==> config.mk <==
export PLATFORM = sky130hd
export DESIGN_NAME = multi_slot_software_timer
export DESIGN_NICKNAME = d
export VERILOG_FILES = /design/src/rtl/msst_pkg.sv /design/src/rtl/msst_cell.sv /design/src/rtl/multi_slot_software_timer.sv
export SDC_FILE = /design/constraint.sdc
export NUM_CORES = 2
export LEC_CHECK = 0
export CORE_UTILIZATION = 35
export CTS_BUF_LIST = sky130_fd_sc_hd__clkbuf_16
export CTS_CLUSTER_SIZE = 30
export DETAILED_ROUTE_END_ITERATION = 12
export DONT_BUFFER_PORTS = 1
export GPL_ROUTABILITY_DRIVEN = 0
export PLACE_DENSITY_LB_ADDON = 0.15
export SYNTH_ARGS = -nofsm -noshare
export SYNTH_HDL_FRONTEND = slang
export SYNTH_SLANG_ARGS = --single-unit
==> constraint.sdc <==
create_clock -name clk -period 17.4 [get_ports clk]
set_clock_uncertainty 0.05 [all_clocks]
set_input_delay 3.48 -clock clk [delete_from_list [all_inputs] [get_ports clk]]
set_output_delay 3.48 -clock clk [all_outputs]
set_load 0.02 [all_outputs]
==> src/rtl/msst_pkg.sv <==
// ----------------------------------------------------------------------------
// Multi-slot software timer package
// Sizes, operation codes, cell command and chain types shared by the RTL.
// ----------------------------------------------------------------------------
package msst_pkg;

    localparam int NUM_SLOTS   = 8;
    localparam int TIME_BITS   = 32;
    localparam int MAX_RESULTS = 8;
    localparam int SLOT_W      = (NUM_SLOTS > 1) ? $clog2(NUM_SLOTS) : 1;
    localparam int CNT_W       = $clog2(NUM_SLOTS + 1);
    localparam int N_W         = $clog2(MAX_RESULTS + 1);

    localparam logic [31:0] ALL_ONES = 32'hFFFF_FFFF;

    // Operation codes of the func field
    localparam logic [3:0] FN_CREATE  = 4'd0;
    localparam logic [3:0] FN_START   = 4'd1;
    localparam logic [3:0] FN_START_P = 4'd2;
    localparam logic [3:0] FN_STOP    = 4'd3;
    localparam logic [3:0] FN_SET_P   = 4'd4;
    localparam logic [3:0] FN_SET_M   = 4'd5;
    localparam logic [3:0] FN_TICK    = 4'd6;
    localparam logic [3:0] FN_QUERY   = 4'd7;
    localparam logic [3:0] FN_FIRST   = 4'd8;

    typedef logic [TIME_BITS-1:0] time_t;
    typedef logic [SLOT_W-1:0]    slot_t;

    // Commands the controller broadcasts to the cells
    typedef enum logic [3:0] {
        CELL_NONE,
        CELL_CREATE,
        CELL_START,
        CELL_START_P,
        CELL_STOP,
        CELL_SET_P,
        CELL_SET_M,
        CELL_TICK,
        CELL_RETIRE
    } cell_op_t;

    typedef struct packed {
        cell_op_t op;
        slot_t    target;
        logic     target_ok;
        time_t    val;
        logic     mode;
        logic     pend_mode;
    } cell_cmd_t;

    // Running minimum handed from cell to cell
    typedef struct packed {
        logic  found;
        time_t key;
        slot_t which;
        logic  periodic;
        time_t reload;
    } chain_t;

    typedef struct packed {
        logic  running;
        time_t ticks;
    } cell_view_t;

    // Load value of a slot: the period with a floor of one tick
    function automatic time_t floor1(input time_t t);
        return (t == '0) ? time_t'(1) : t;
    endfunction

endpackage

==> src/rtl/msst_cell.sv <==
// ----------------------------------------------------------------------------
// Timer slot cell
// Holds one slot's state and one stage of the minimum search chain.
// ----------------------------------------------------------------------------
module msst_cell (
    input  logic                   clk,
    input  logic                   rst_n,
    input  msst_pkg::slot_t        cell_id,
    input  msst_pkg::cell_cmd_t    cmd,
    input  msst_pkg::chain_t       chain_in,
    output msst_pkg::chain_t       chain_out,
    output msst_pkg::cell_view_t   view
);
    import msst_pkg::*;

    time_t  period_reg, period_next;
    time_t  ticks_reg, ticks_next;
    time_t  before_reg, before_next;
    logic   running_reg, running_next;
    logic   periodic_reg, periodic_next;
    logic   pend_reg, pend_next;
    chain_t chain_reg, chain_next;

    logic   hit;
    time_t  diff;
    time_t  key;
    logic   cand;

    assign hit  = cmd.target_ok && (cmd.target == cell_id);
    assign diff = (ticks_reg > cmd.val) ? (ticks_reg - cmd.val) : '0;

    // Slot state update
    always_comb
    begin
        period_next   = period_reg;
        ticks_next    = ticks_reg;
        before_next   = before_reg;
        running_next  = running_reg;
        periodic_next = periodic_reg;
        pend_next     = pend_reg;
        unique case (cmd.op)
            CELL_CREATE:
            begin
                if (hit)
                begin
                    period_next   = cmd.val;
                    periodic_next = cmd.mode;
                    running_next  = 1'b0;
                    ticks_next    = '0;
                end
            end
            CELL_START:
            begin
                if (hit && !running_reg)
                begin
                    ticks_next   = floor1(period_reg);
                    running_next = 1'b1;
                end
            end
            CELL_START_P:
            begin
                if (hit)
                begin
                    period_next  = cmd.val;
                    ticks_next   = floor1(cmd.val);
                    running_next = 1'b1;
                end
            end
            CELL_STOP:
            begin
                if (hit)
                begin
                    running_next = 1'b0;
                    ticks_next   = '0;
                end
            end
            CELL_SET_P:
            begin
                if (hit)
                begin
                    period_next = cmd.val;
                    if (running_reg)
                    begin
                        ticks_next = floor1(cmd.val);
                    end
                end
            end
            CELL_SET_M:
            begin
                if (hit)
                begin
                    periodic_next = cmd.mode;
                end
            end
            CELL_TICK:
            begin
                // every running slot counts down at once
                before_next = ticks_reg;
                pend_next   = running_reg && (diff == '0);
                if (running_reg)
                begin
                    ticks_next = diff;
                end
            end
            CELL_RETIRE:
            begin
                if (hit)
                begin
                    pend_next = 1'b0;
                    if (periodic_reg)
                    begin
                        ticks_next   = floor1(period_reg);
                        running_next = 1'b1;
                    end
                    else
                    begin
                        ticks_next   = '0;
                        running_next = 1'b0;
                    end
                end
            end
            default:
            begin
            end
        endcase
    end

    // Search stage: keep the smaller key, earlier cell wins ties
    assign key  = cmd.pend_mode ? before_reg : ticks_reg;
    assign cand = cmd.pend_mode ? pend_reg : running_reg;

    always_comb
    begin
        chain_next = chain_in;
        if (cand && (!chain_in.found || (key < chain_in.key)))
        begin
            chain_next.found    = 1'b1;
            chain_next.key      = key;
            chain_next.which    = cell_id;
            chain_next.periodic = periodic_reg;
            chain_next.reload   = floor1(period_reg);
        end
    end

    always_ff @(posedge clk or negedge rst_n)
    begin
        if (!rst_n)
        begin
            period_reg   <= '0;
            ticks_reg    <= '0;
            before_reg   <= '0;
            running_reg  <= 1'b0;
            periodic_reg <= 1'b0;
            pend_reg     <= 1'b0;
            chain_reg    <= '0;
        end
        else
        begin
            period_reg   <= period_next;
            ticks_reg    <= ticks_next;
            before_reg   <= before_next;
            running_reg  <= running_next;
            periodic_reg <= periodic_next;
            pend_reg     <= pend_next;
            chain_reg    <= chain_next;
        end
    end

    assign chain_out    = chain_reg;
    assign view.running = running_reg;
    assign view.ticks   = ticks_reg;

endmodule

==> src/rtl/multi_slot_software_timer.sv <==
// ----------------------------------------------------------------------------
// Multi-slot software timer
// Bank of one-shot or periodic timer slots driven by operation transactions.
// ----------------------------------------------------------------------------
// One operation is taken at a time. Each slot lives in its own cell; the cells
// form a chain that passes the running minimum one cell per cycle, so every
// search runs through all NUM_SLOTS cells. Create, start, stop, period, mode
// and query pass through the execute and result states. First deadline runs
// one chain search. A tick with expiries runs one chain search per expired
// slot and one to find none remain. A tick with no expiry runs two searches:
// one for pending slots and one more for the earliest deadline. Operations
// also wait while the result transaction is stalled.
module multi_slot_software_timer (
    input  logic        clk,
    input  logic        rst_n,
    input  logic        in_valid,
    output logic        in_stall,
    input  logic [3:0]  func,
    input  logic [2:0]  timer_index,
    input  logic [31:0] value,
    input  logic        mode_periodic,
    output logic        out_valid,
    input  logic        out_stall,
    output logic        status,
    output logic [2:0]  slot,
    output logic [31:0] remaining,
    output logic        is_running,
    output logic        expired,
    output logic        last
);
    import msst_pkg::*;

    localparam logic [2:0] ST_IDLE   = 3'd0;
    localparam logic [2:0] ST_EXEC   = 3'd1;
    localparam logic [2:0] ST_RES    = 3'd2;
    localparam logic [2:0] ST_FIRST  = 3'd3;
    localparam logic [2:0] ST_TKPEND = 3'd4;
    localparam logic [2:0] ST_TKRUN  = 3'd5;

    logic [2:0]       state_reg, state_next;
    logic [3:0]       func_reg, func_next;
    logic [2:0]       idx_reg, idx_next;
    time_t            val_reg, val_next;
    logic             mode_reg, mode_next;
    logic [CNT_W-1:0] cnt_reg, cnt_next;
    logic             pend_mode_reg, pend_mode_next;
    logic [N_W-1:0]   n_reg, n_next;
    logic             st_reg, st_next;
    logic             held_valid_reg, held_valid_next;
    logic [2:0]       held_slot_reg, held_slot_next;
    logic [31:0]      held_rem_reg, held_rem_next;
    logic             held_run_reg, held_run_next;

    logic             out_valid_reg, out_valid_next;
    logic             out_status_reg, out_status_next;
    logic [2:0]       out_slot_reg, out_slot_next;
    logic [31:0]      out_rem_reg, out_rem_next;
    logic             out_run_reg, out_run_next;
    logic             out_exp_reg, out_exp_next;
    logic             out_last_reg, out_last_next;

    cell_cmd_t        cmd;
    chain_t           chain_w [NUM_SLOTS+1];
    cell_view_t       views [NUM_SLOTS];
    cell_view_t       sel_view;
    chain_t           best;
    logic             idx_ok;
    logic             cur_run;
    logic             out_free;
    logic             scan_done;
    logic             report_new;

    // Cell chain
    assign chain_w[0] = '0;

    for (genvar i = 0; i < NUM_SLOTS; i++)
    begin : g_cell
        msst_cell u_cell (
            .clk       (clk),
            .rst_n     (rst_n),
            .cell_id   (SLOT_W'(i)),
            .cmd       (cmd),
            .chain_in  (chain_w[i]),
            .chain_out (chain_w[i+1]),
            .view      (views[i])
        );
    end

    assign best      = chain_w[NUM_SLOTS];
    assign idx_ok    = 32'(idx_reg) < 32'(NUM_SLOTS);
    assign sel_view  = views[SLOT_W'(idx_reg)];
    assign cur_run   = idx_ok && sel_view.running;
    assign out_free  = !out_valid_reg || !out_stall;
    assign scan_done = cnt_reg == CNT_W'(NUM_SLOTS);
    assign report_new = n_reg < N_W'(MAX_RESULTS);
    assign in_stall  = state_reg != ST_IDLE;

    // Controller
    always_comb
    begin
        state_next      = state_reg;
        func_next       = func_reg;
        idx_next        = idx_reg;
        val_next        = val_reg;
        mode_next       = mode_reg;
        cnt_next        = scan_done ? cnt_reg : cnt_reg + 1'b1;
        pend_mode_next  = pend_mode_reg;
        n_next          = n_reg;
        st_next         = st_reg;
        held_valid_next = held_valid_reg;
        held_slot_next  = held_slot_reg;
        held_rem_next   = held_rem_reg;
        held_run_next   = held_run_reg;

        out_valid_next  = out_valid_reg && out_stall;
        out_status_next = out_status_reg;
        out_slot_next   = out_slot_reg;
        out_rem_next    = out_rem_reg;
        out_run_next    = out_run_reg;
        out_exp_next    = out_exp_reg;
        out_last_next   = out_last_reg;

        cmd.op        = CELL_NONE;
        cmd.target    = SLOT_W'(idx_reg);
        cmd.target_ok = idx_ok;
        cmd.val       = val_reg;
        cmd.mode      = mode_reg;
        cmd.pend_mode = pend_mode_reg;

        unique case (state_reg)
            ST_IDLE:
            begin
                if (in_valid)
                begin
                    func_next  = func;
                    idx_next   = timer_index;
                    val_next   = time_t'(value);
                    mode_next  = mode_periodic;
                    state_next = ST_EXEC;
                end
            end
            ST_EXEC:
            begin
                cnt_next = '0;
                if (func_reg == FN_TICK)
                begin
                    cmd.op          = CELL_TICK;
                    pend_mode_next  = 1'b1;
                    n_next          = '0;
                    held_valid_next = 1'b0;
                    state_next      = ST_TKPEND;
                end
                else if (func_reg == FN_FIRST)
                begin
                    pend_mode_next = 1'b0;
                    state_next     = ST_FIRST;
                end
                else
                begin
                    st_next    = 1'b0;
                    state_next = ST_RES;
                    if (!idx_ok)
                    begin
                        st_next = 1'b1;
                    end
                    else
                    begin
                        priority case (func_reg)
                            FN_CREATE:  cmd.op = CELL_CREATE;
                            FN_START:
                            begin
                                cmd.op  = CELL_START;
                                st_next = sel_view.running;
                            end
                            FN_START_P: cmd.op = CELL_START_P;
                            FN_STOP:    cmd.op = CELL_STOP;
                            FN_SET_P:   cmd.op = CELL_SET_P;
                            FN_SET_M:   cmd.op = CELL_SET_M;
                            FN_QUERY:   st_next = !sel_view.running;
                            default:    st_next = 1'b1;
                        endcase
                    end
                end
            end
            ST_RES:
            begin
                if (out_free)
                begin
                    out_valid_next  = 1'b1;
                    out_status_next = st_reg;
                    out_slot_next   = idx_reg;
                    out_rem_next    = cur_run ? 32'(sel_view.ticks) : ALL_ONES;
                    out_run_next    = cur_run;
                    out_exp_next    = 1'b0;
                    out_last_next   = 1'b1;
                    state_next      = ST_IDLE;
                end
            end
            ST_FIRST:
            begin
                if (scan_done && out_free)
                begin
                    out_valid_next  = 1'b1;
                    out_status_next = 1'b0;
                    out_slot_next   = 3'(best.which);
                    out_rem_next    = best.found ? 32'(best.key) : ALL_ONES;
                    out_run_next    = best.found;
                    out_exp_next    = 1'b0;
                    out_last_next   = 1'b1;
                    state_next      = ST_IDLE;
                end
            end
            ST_TKPEND:
            begin
                if (scan_done)
                begin
                    if (best.found)
                    begin
                        // retire the earliest pending slot, hold its result while under MAX_RESULTS
                        if (!(report_new && held_valid_reg && !out_free))
                        begin
                            cmd.op        = CELL_RETIRE;
                            cmd.target    = best.which;
                            cmd.target_ok = 1'b1;
                            cnt_next      = '0;
                            if (report_new)
                            begin
                                if (held_valid_reg)
                                begin
                                    out_valid_next  = 1'b1;
                                    out_status_next = 1'b0;
                                    out_slot_next   = held_slot_reg;
                                    out_rem_next    = held_rem_reg;
                                    out_run_next    = held_run_reg;
                                    out_exp_next    = 1'b1;
                                    out_last_next   = 1'b0;
                                end
                                held_valid_next = 1'b1;
                                held_slot_next  = 3'(best.which);
                                held_rem_next   = best.periodic ? 32'(best.reload)
                                                                : ALL_ONES;
                                held_run_next   = best.periodic;
                                n_next          = n_reg + 1'b1;
                            end
                        end
                    end
                    else if (held_valid_reg)
                    begin
                        if (out_free)
                        begin
                            out_valid_next  = 1'b1;
                            out_status_next = 1'b0;
                            out_slot_next   = held_slot_reg;
                            out_rem_next    = held_rem_reg;
                            out_run_next    = held_run_reg;
                            out_exp_next    = 1'b1;
                            out_last_next   = 1'b1;
                            held_valid_next = 1'b0;
                            state_next      = ST_IDLE;
                        end
                    end
                    else
                    begin
                        // nothing expired: look up the earliest deadline
                        pend_mode_next = 1'b0;
                        cnt_next       = '0;
                        state_next     = ST_TKRUN;
                    end
                end
            end
            ST_TKRUN:
            begin
                if (scan_done && out_free)
                begin
                    out_valid_next  = 1'b1;
                    out_status_next = 1'b0;
                    out_slot_next   = idx_reg;
                    out_rem_next    = best.found ? 32'(best.key) : ALL_ONES;
                    out_run_next    = cur_run;
                    out_exp_next    = 1'b0;
                    out_last_next   = 1'b1;
                    state_next      = ST_IDLE;
                end
            end
            default:
            begin
                state_next = ST_IDLE;
            end
        endcase
    end

    // Control registers
    always_ff @(posedge clk or negedge rst_n)
    begin
        if (!rst_n)
        begin
            state_reg      <= ST_IDLE;
            cnt_reg        <= '0;
            pend_mode_reg  <= 1'b0;
            n_reg          <= '0;
            held_valid_reg <= 1'b0;
            out_valid_reg  <= 1'b0;
        end
        else
        begin
            state_reg      <= state_next;
            cnt_reg        <= cnt_next;
            pend_mode_reg  <= pend_mode_next;
            n_reg          <= n_next;
            held_valid_reg <= held_valid_next;
            out_valid_reg  <= out_valid_next;
        end
    end

    // Payload registers
    always_ff @(posedge clk)
    begin
        func_reg       <= func_next;
        idx_reg        <= idx_next;
        val_reg        <= val_next;
        mode_reg       <= mode_next;
        st_reg         <= st_next;
        held_slot_reg  <= held_slot_next;
        held_rem_reg   <= held_rem_next;
        held_run_reg   <= held_run_next;
        out_status_reg <= out_status_next;
        out_slot_reg   <= out_slot_next;
        out_rem_reg    <= out_rem_next;
        out_run_reg    <= out_run_next;
        out_exp_reg    <= out_exp_next;
        out_last_reg   <= out_last_next;
    end

    assign out_valid  = out_valid_reg;
    assign status     = out_status_reg;
    assign slot       = out_slot_reg;
    assign remaining  = out_rem_reg;
    assign is_running = out_run_reg;
    assign expired    = out_exp_reg;
    assign last       = out_last_reg;

endmodule

# == Yosys cells after proc, flatten, opt, wreduce, memory -nomap -nowiden ==
# Cells that the tools add are included.
# W data, S select, Z words.
# op_classes
n_addsub,10
n_lt_le_gt_ge,17
n_eq_ne,103
muxes,283
bitwise_logic,4
reduce_logical,144
# ops
cell,count
$mux W32,100
$pmux W32 S6,8
$mux W69,8
$logic_not A32 Y1,17
$gt A32 B32 Y1,8
$sub A32 B32 Y32,8
$lt A32 B32 Y1,7
$ne A2 B1 Y1 const B,58
$mux W1,100
$bmux W33 S3,1
$pmux W32 S3,1
$mux W33,2
$reduce_and A8 Y1,8
$reduce_and A5 Y1,11
$mux W4,13
$mux W3,17
$reduce_and A2 Y1,25
$pmux W1 S4,9
$logic_and A1 B1 Y1,35
$eq A4 B3 Y1 const B,8
$mux W8,3
$pmux W4 S2,3
$ne A2 B2 Y1 const B,10
$pmux W1 S2,10
other kinds (35),91
# totals
ff_bits,1474
inputBits,44
wordCells,669

# == Depth between registers and ports, before layout ==
# depth
depth_word,13
ltp_mapped,20
ltp_nobuf,14

# == Cells and area by module ==
# From an unflattened synthesis, not the netlist that was laid out.
# unflattened
hier_cells,10008
area_unflattened_um2,95871.9
# modules_own_cells
mod,n_inst,cells_each,area_each_um2
msst_cell (g_cell[1].u_cell ...),2,1489,12513.3
msst_cell (g_cell[4].u_cell ...),2,1092,10533.9
msst_cell (g_cell[6].u_cell),1,1121,10864.2
msst_cell (g_cell[0].u_cell),1,1104,10510.1
msst_cell (g_cell[3].u_cell),1,1012,10388.7
msst_cell (g_cell[7].u_cell),1,1029,10193.5
multi_slot_software_timer,1,580,7821.3

# == Worst setup path after synthesis ==
# No wires, ideal clock.
# synth_timing
path_kind,in2reg
from,input port out_stall
to,register n_reg[1]
t_arrival_ps,7873
slack_ps,9146
path_stages,3
path_cell_list,and3_1 nor4_1 o21ai_0
# synth_via
elab_chain_cells,6
# synth_lines
item,line,rtl
start: declaration,multi_slot_software_timer.sv:23,"input logic out_stall,"
$logic_not A1 Y1,multi_slot_software_timer.sv:93,assign out_free = !out_valid_reg || !out_stall;
$logic_or A1 B1 Y1,multi_slot_software_timer.sv:93,
$logic_not A1 Y1,multi_slot_software_timer.sv:220,if (!(report_new && held_valid_reg && !out_free))
$logic_and A1 B1 Y1,multi_slot_software_timer.sv:220,
$ne A2 B2 Y1 (no line),--,
$reduce_and A6 Y1 (no line),--,
end signal: assignment,multi_slot_software_timer.sv:309,n_reg <= n_next;
end: declaration,multi_slot_software_timer.sv:47,"logic [N_W-1:0] n_reg, n_next;"
# No other way between the ends.
# A chain may end at the register's enable or synchronous reset.

==> impl_metrics.json <==
{
  "ys_async_sr_fraction": 0.921,
  "grt_overflow": 0,
  "wirelength_um": 353000,
  "drtIter0Drc": 8234,
  "r2r_setup_slack_ns": 10.16,
  "rsz0062_at_grt": "no",
  "io_pins": 85,
  "critPathSlowestCell": "dfrtp_4",
  "antenna_found_initial": 31,
  "clkSinkCount": 1467,
  "syn_inst": 8666,
  "worst_slack_ns": 10.16,
  "worstSetupPathType": "flop to flop",
  "avgSynthCellArea_um2": 9.88,
  "ys_seq_elements": 1467,
  "ir_drop_uv": 158,
  "post-route-min-period_ns": 7.24,
  "path_buf_inv": 4,
  "firstDrtPassIters": 10,
  "grt_pass1_wl_um": 500000,
  "max_slew_margin": 0.0660,
  "initial_core_util": 0.352,
  "layout.nets": 8994,
  "synth_cell_types": 84,
  "syn_nets": 9194,
  "clock.fmax_mhz": 138,
  "cp.required_ns": 18.06,
  "whs_ns": 0.379,
  "post-cts-setup-buffers": 0,
  "port_buffers": 0,
  "crit_path_cell_trace": "buf_4 > buf_4 > buf_4 > mux2_2 > ha_1 > a21oi_1 > nor2b_1 > o21ai_0 > nand2b_1 > a21oi_1 > nor2b_1 > o21ai_0 > nand2b_1 > a221oi_1 > o41ai_2 > buf_4 > mux2_2",
  "vias": 70600,
  "dp_cells": 11500,
  "cts_tree": "built",
  "timing.rr.start": "pend_mode_reg",
  "synth_warnings": 0,
  "tns_ns": 0,
  "hold_class": "flop to flop",
  "pre_cts_ws_ns": 9.92,
  "power_density_mw_per_mm2": 209,
  "drv_cap": 0,
  "critPathTopFamily": "buffers and inverters",
  "grt_use_total": 0.282,
  "drt-vias-per-instance": 5.98,
  "min_from": "g_cell[2].u_cell.chain_out[34]",
  "synth.area.top_cells": "dfrtp_1 39%, mux2_2 11%, ha_1 7.0%",
  "hold_end": "g_cell[3].u_cell.chain_out[34]",
  "area_delta_synth_final_pct": 11.0,
  "drv_slew": 0,
  "synth_ff_type": "dfrtp_1",
  "finalSetupViolations": 0,
  "cpMostUsedCell": "buf_4",
  "dieArea_mm2": 0.247,
  "netlist.area_leader.share": 0.395,
  "clkSlewWorstSetupHoldPaths_ns": 0.06,
  "worstSetupStartpointType": "flop",
  "die_h_um": 497,
  "stdcell_count": 11800,
  "p_leak_nw": 44.2,
  "cts_buffers": 169,
  "drc": 0,
  "ant_nets": 0,
  "yosys.area.top_type": "dfrtp_1",
  "clkLatencyLatePin_ns": 0.84,
  "outcome": "completed",
  "reg2reg_to": "g_cell[6].u_cell.chain_out[37]",
  "die_x_um": 497,
  "finalHoldViolations": 0,
  "worstPathMaxFanout": 60,
  "tightest_slew_ns": 1.40,
  "wire_per_inst_um": 29.9,
  "grt_pass1_vias": 67500,
  "seq_area_frac_synth": 0.436,
  "dpl.hpwl_um": 261000,
  "largest_register_ff_count": 545,
  "cts_resized": 0,
  "critPathMaxStageDelay_ns": 0.90,
  "rows": 181,
  "hold_buffers": 0,
  "power.total_mw": 19.9,
  "htree_num_levels": 4,
  "crit_path_start": "pend_mode_reg",
  "core_area_mm2": 0.243,
  "clockRootBuffer": "clkbuf_16",
  "cts.path.max_buffers": 3,
  "min_period_over_period": 0.416,
  "synth_edf_count": 116,
  "grt_max_degree": 250,
  "end_kind": "flop",
  "holdPathStages": 1,
  "rr_worst_depth": 17,
  "cp_data_arrival_time_ns": 7.90,
  "syn_area_mm2": 0.0856,
  "drive_above_1_share": 0.160
}
==> cells by family after synthesis <==
logic type | count (synthesis) | synth area share
and+or+nand+nor | 2652 | 0.144
AOI/OAI and AO/OA | 1915 | 0.149
DFF | 1467 | 0.436
muxes | 991 | 0.137
buffers and inverters | 947 | 0.0417
adders and majority gates | 484 | 0.0715
xor gates and xnor gates | 210 | 0.0215
==> Yosys cell counts (all sizes together) (29+ instances only) <==
| cell type | n |
|---|---|
| dfrtp | 1351 |
| nand2 | 1214 |
| mux2 | 805 |
| a21oi | 490 |
| clkbuf | 489 |
| ha | 476 |
| nor2 | 456 |
| inv | 394 |
| o21ai | 393 |
| a21o | 211 |
| a221oi | 183 |
| nand3 | 170 |
| nand4 | 134 |
| xnor2 | 121 |
| mux2i | 120 |
| edfxtp | 116 |
| nor4 | 99 |
| nand2b | 93 |
| nor2b | 93 |
| xor2 | 89 |
| and3 | 79 |
| a31oi | 71 |
| nor3 | 70 |
| a222oi | 67 |
| o21a | 67 |
| mux4 | 66 |
| buf | 63 |
| o211ai | 62 |
| and2 | 59 |
| or3 | 56 |
| a211oi | 47 |
| o22ai | 43 |
| o21bai | 41 |
| nor3b | 39 |
| o31ai | 29 |
==> cell usage in the layout, fill, tap and decap left out, types with 43 or more instances in the layout <==
cell	synthesis	layout
o22ai_1	43	43
edfxtp_1	116	116
a222oi_1	67	67
inv_1	394	422
o21a_1	67	66
nand3_1	170	170
mux4_2	66	66
o211ai_1	62	62
nand4_1	134	134
nor2_1	456	442
o21ai_0	390	388
ha_1	476	476
a211oi_1	47	47
xor2_1	89	89
clkbuf_16	0	180
nor4_1	99	97
a31oi_1	71	71
and2_1	59	58
xnor2_1	121	121
or3_1	56	56
dfrtp_1	1351	1348
nand2_1	1214	1212
a21o_1	211	211
nor2b_1	93	93
and3_1	79	79
mux2i_1	120	118
nand2b_1	93	93
nor3_1	70	69
mux2_2	805	804
a221oi_1	181	179
a21oi_1	490	488
buf_4	0	167
==> layout make-up <==
cell class / count / area (um2)
clock buffer: 180 / 4500
multi-input combinational: 6252 / 45000
antenna: 7 / 17.5
inverter: 395 / 1480
clock inverter: 129 / 1090
tap: 3202 / 4010
timing repair buffer: 181 / 1610
fill: 23800 / 148000
sequential: 1467 / 37300
==> through the flow <==
stage / area (um2) / util
detailed placement: 89300 / 0.367
finish: 95000 / 0.391
global route: 95000 / 0.391
floorplan: 85600 / -
CTS: 94900 / 0.390
global placement: 89300 / 0.367
==> metal layers <==
metal	vias up	wire length, um	GRT usage
li1	30900	-	-
met2	3377	153000	0.422
met1	35700	153000	0.395
met3	648	31200	0.0547
met4	12	16800	0.119
met5	-	84	0
==> power by group <==
part / leakage, nW / total [mW] / internal, mW / switching (mW)
clock network: 2.85 / 3.69 / 2.13 / 1.56
logic: 22.3 / 9.93 / 3.89 / 6.04
registers: 19.0 / 6.26 / 4.65 / 1.61
total: 44.2 / 19.9 / 10.7 / 9.21
==> how the worst max path moves through the flow <==
stage | endpoint | slack, ns | cells after the start
3_3_place_gp | g_cell[0].u_cell.ticks_reg[31] | 10.00 | 10
5_1_grt | g_cell[6].u_cell.chain_out[37] | 9.87 | 17
2_1_floorplan | n_reg[1] | 9.15 | 3
6_report | g_cell[6].u_cell.chain_out[37] | 10.16 | 17
3_5_place_dp | g_cell[0].u_cell.ticks_reg[31] | 9.92 | 10
4_1_cts | g_cell[6].u_cell.chain_out[37] | 10.15 | 17
==> worst register-to-register path, stage by stage (launching register included) <==
cell and delay (ns):
dfrtp_4 0.90, buf_4 0.76, buf_4 0.68, buf_4 0.80
mux2_2 0.54, ha_1 0.30, a21oi_1 0.06, nor2b_1 0.09
o21ai_0 0.08, nand2b_1 0.08, a21oi_1 0.06, nor2b_1 0.09
o21ai_0 0.08, nand2b_1 0.08, a221oi_1 0.08, o41ai_2 0.86
buf_4 0.90, mux2_2 0.63
Power figures use the tool's default switching activity.
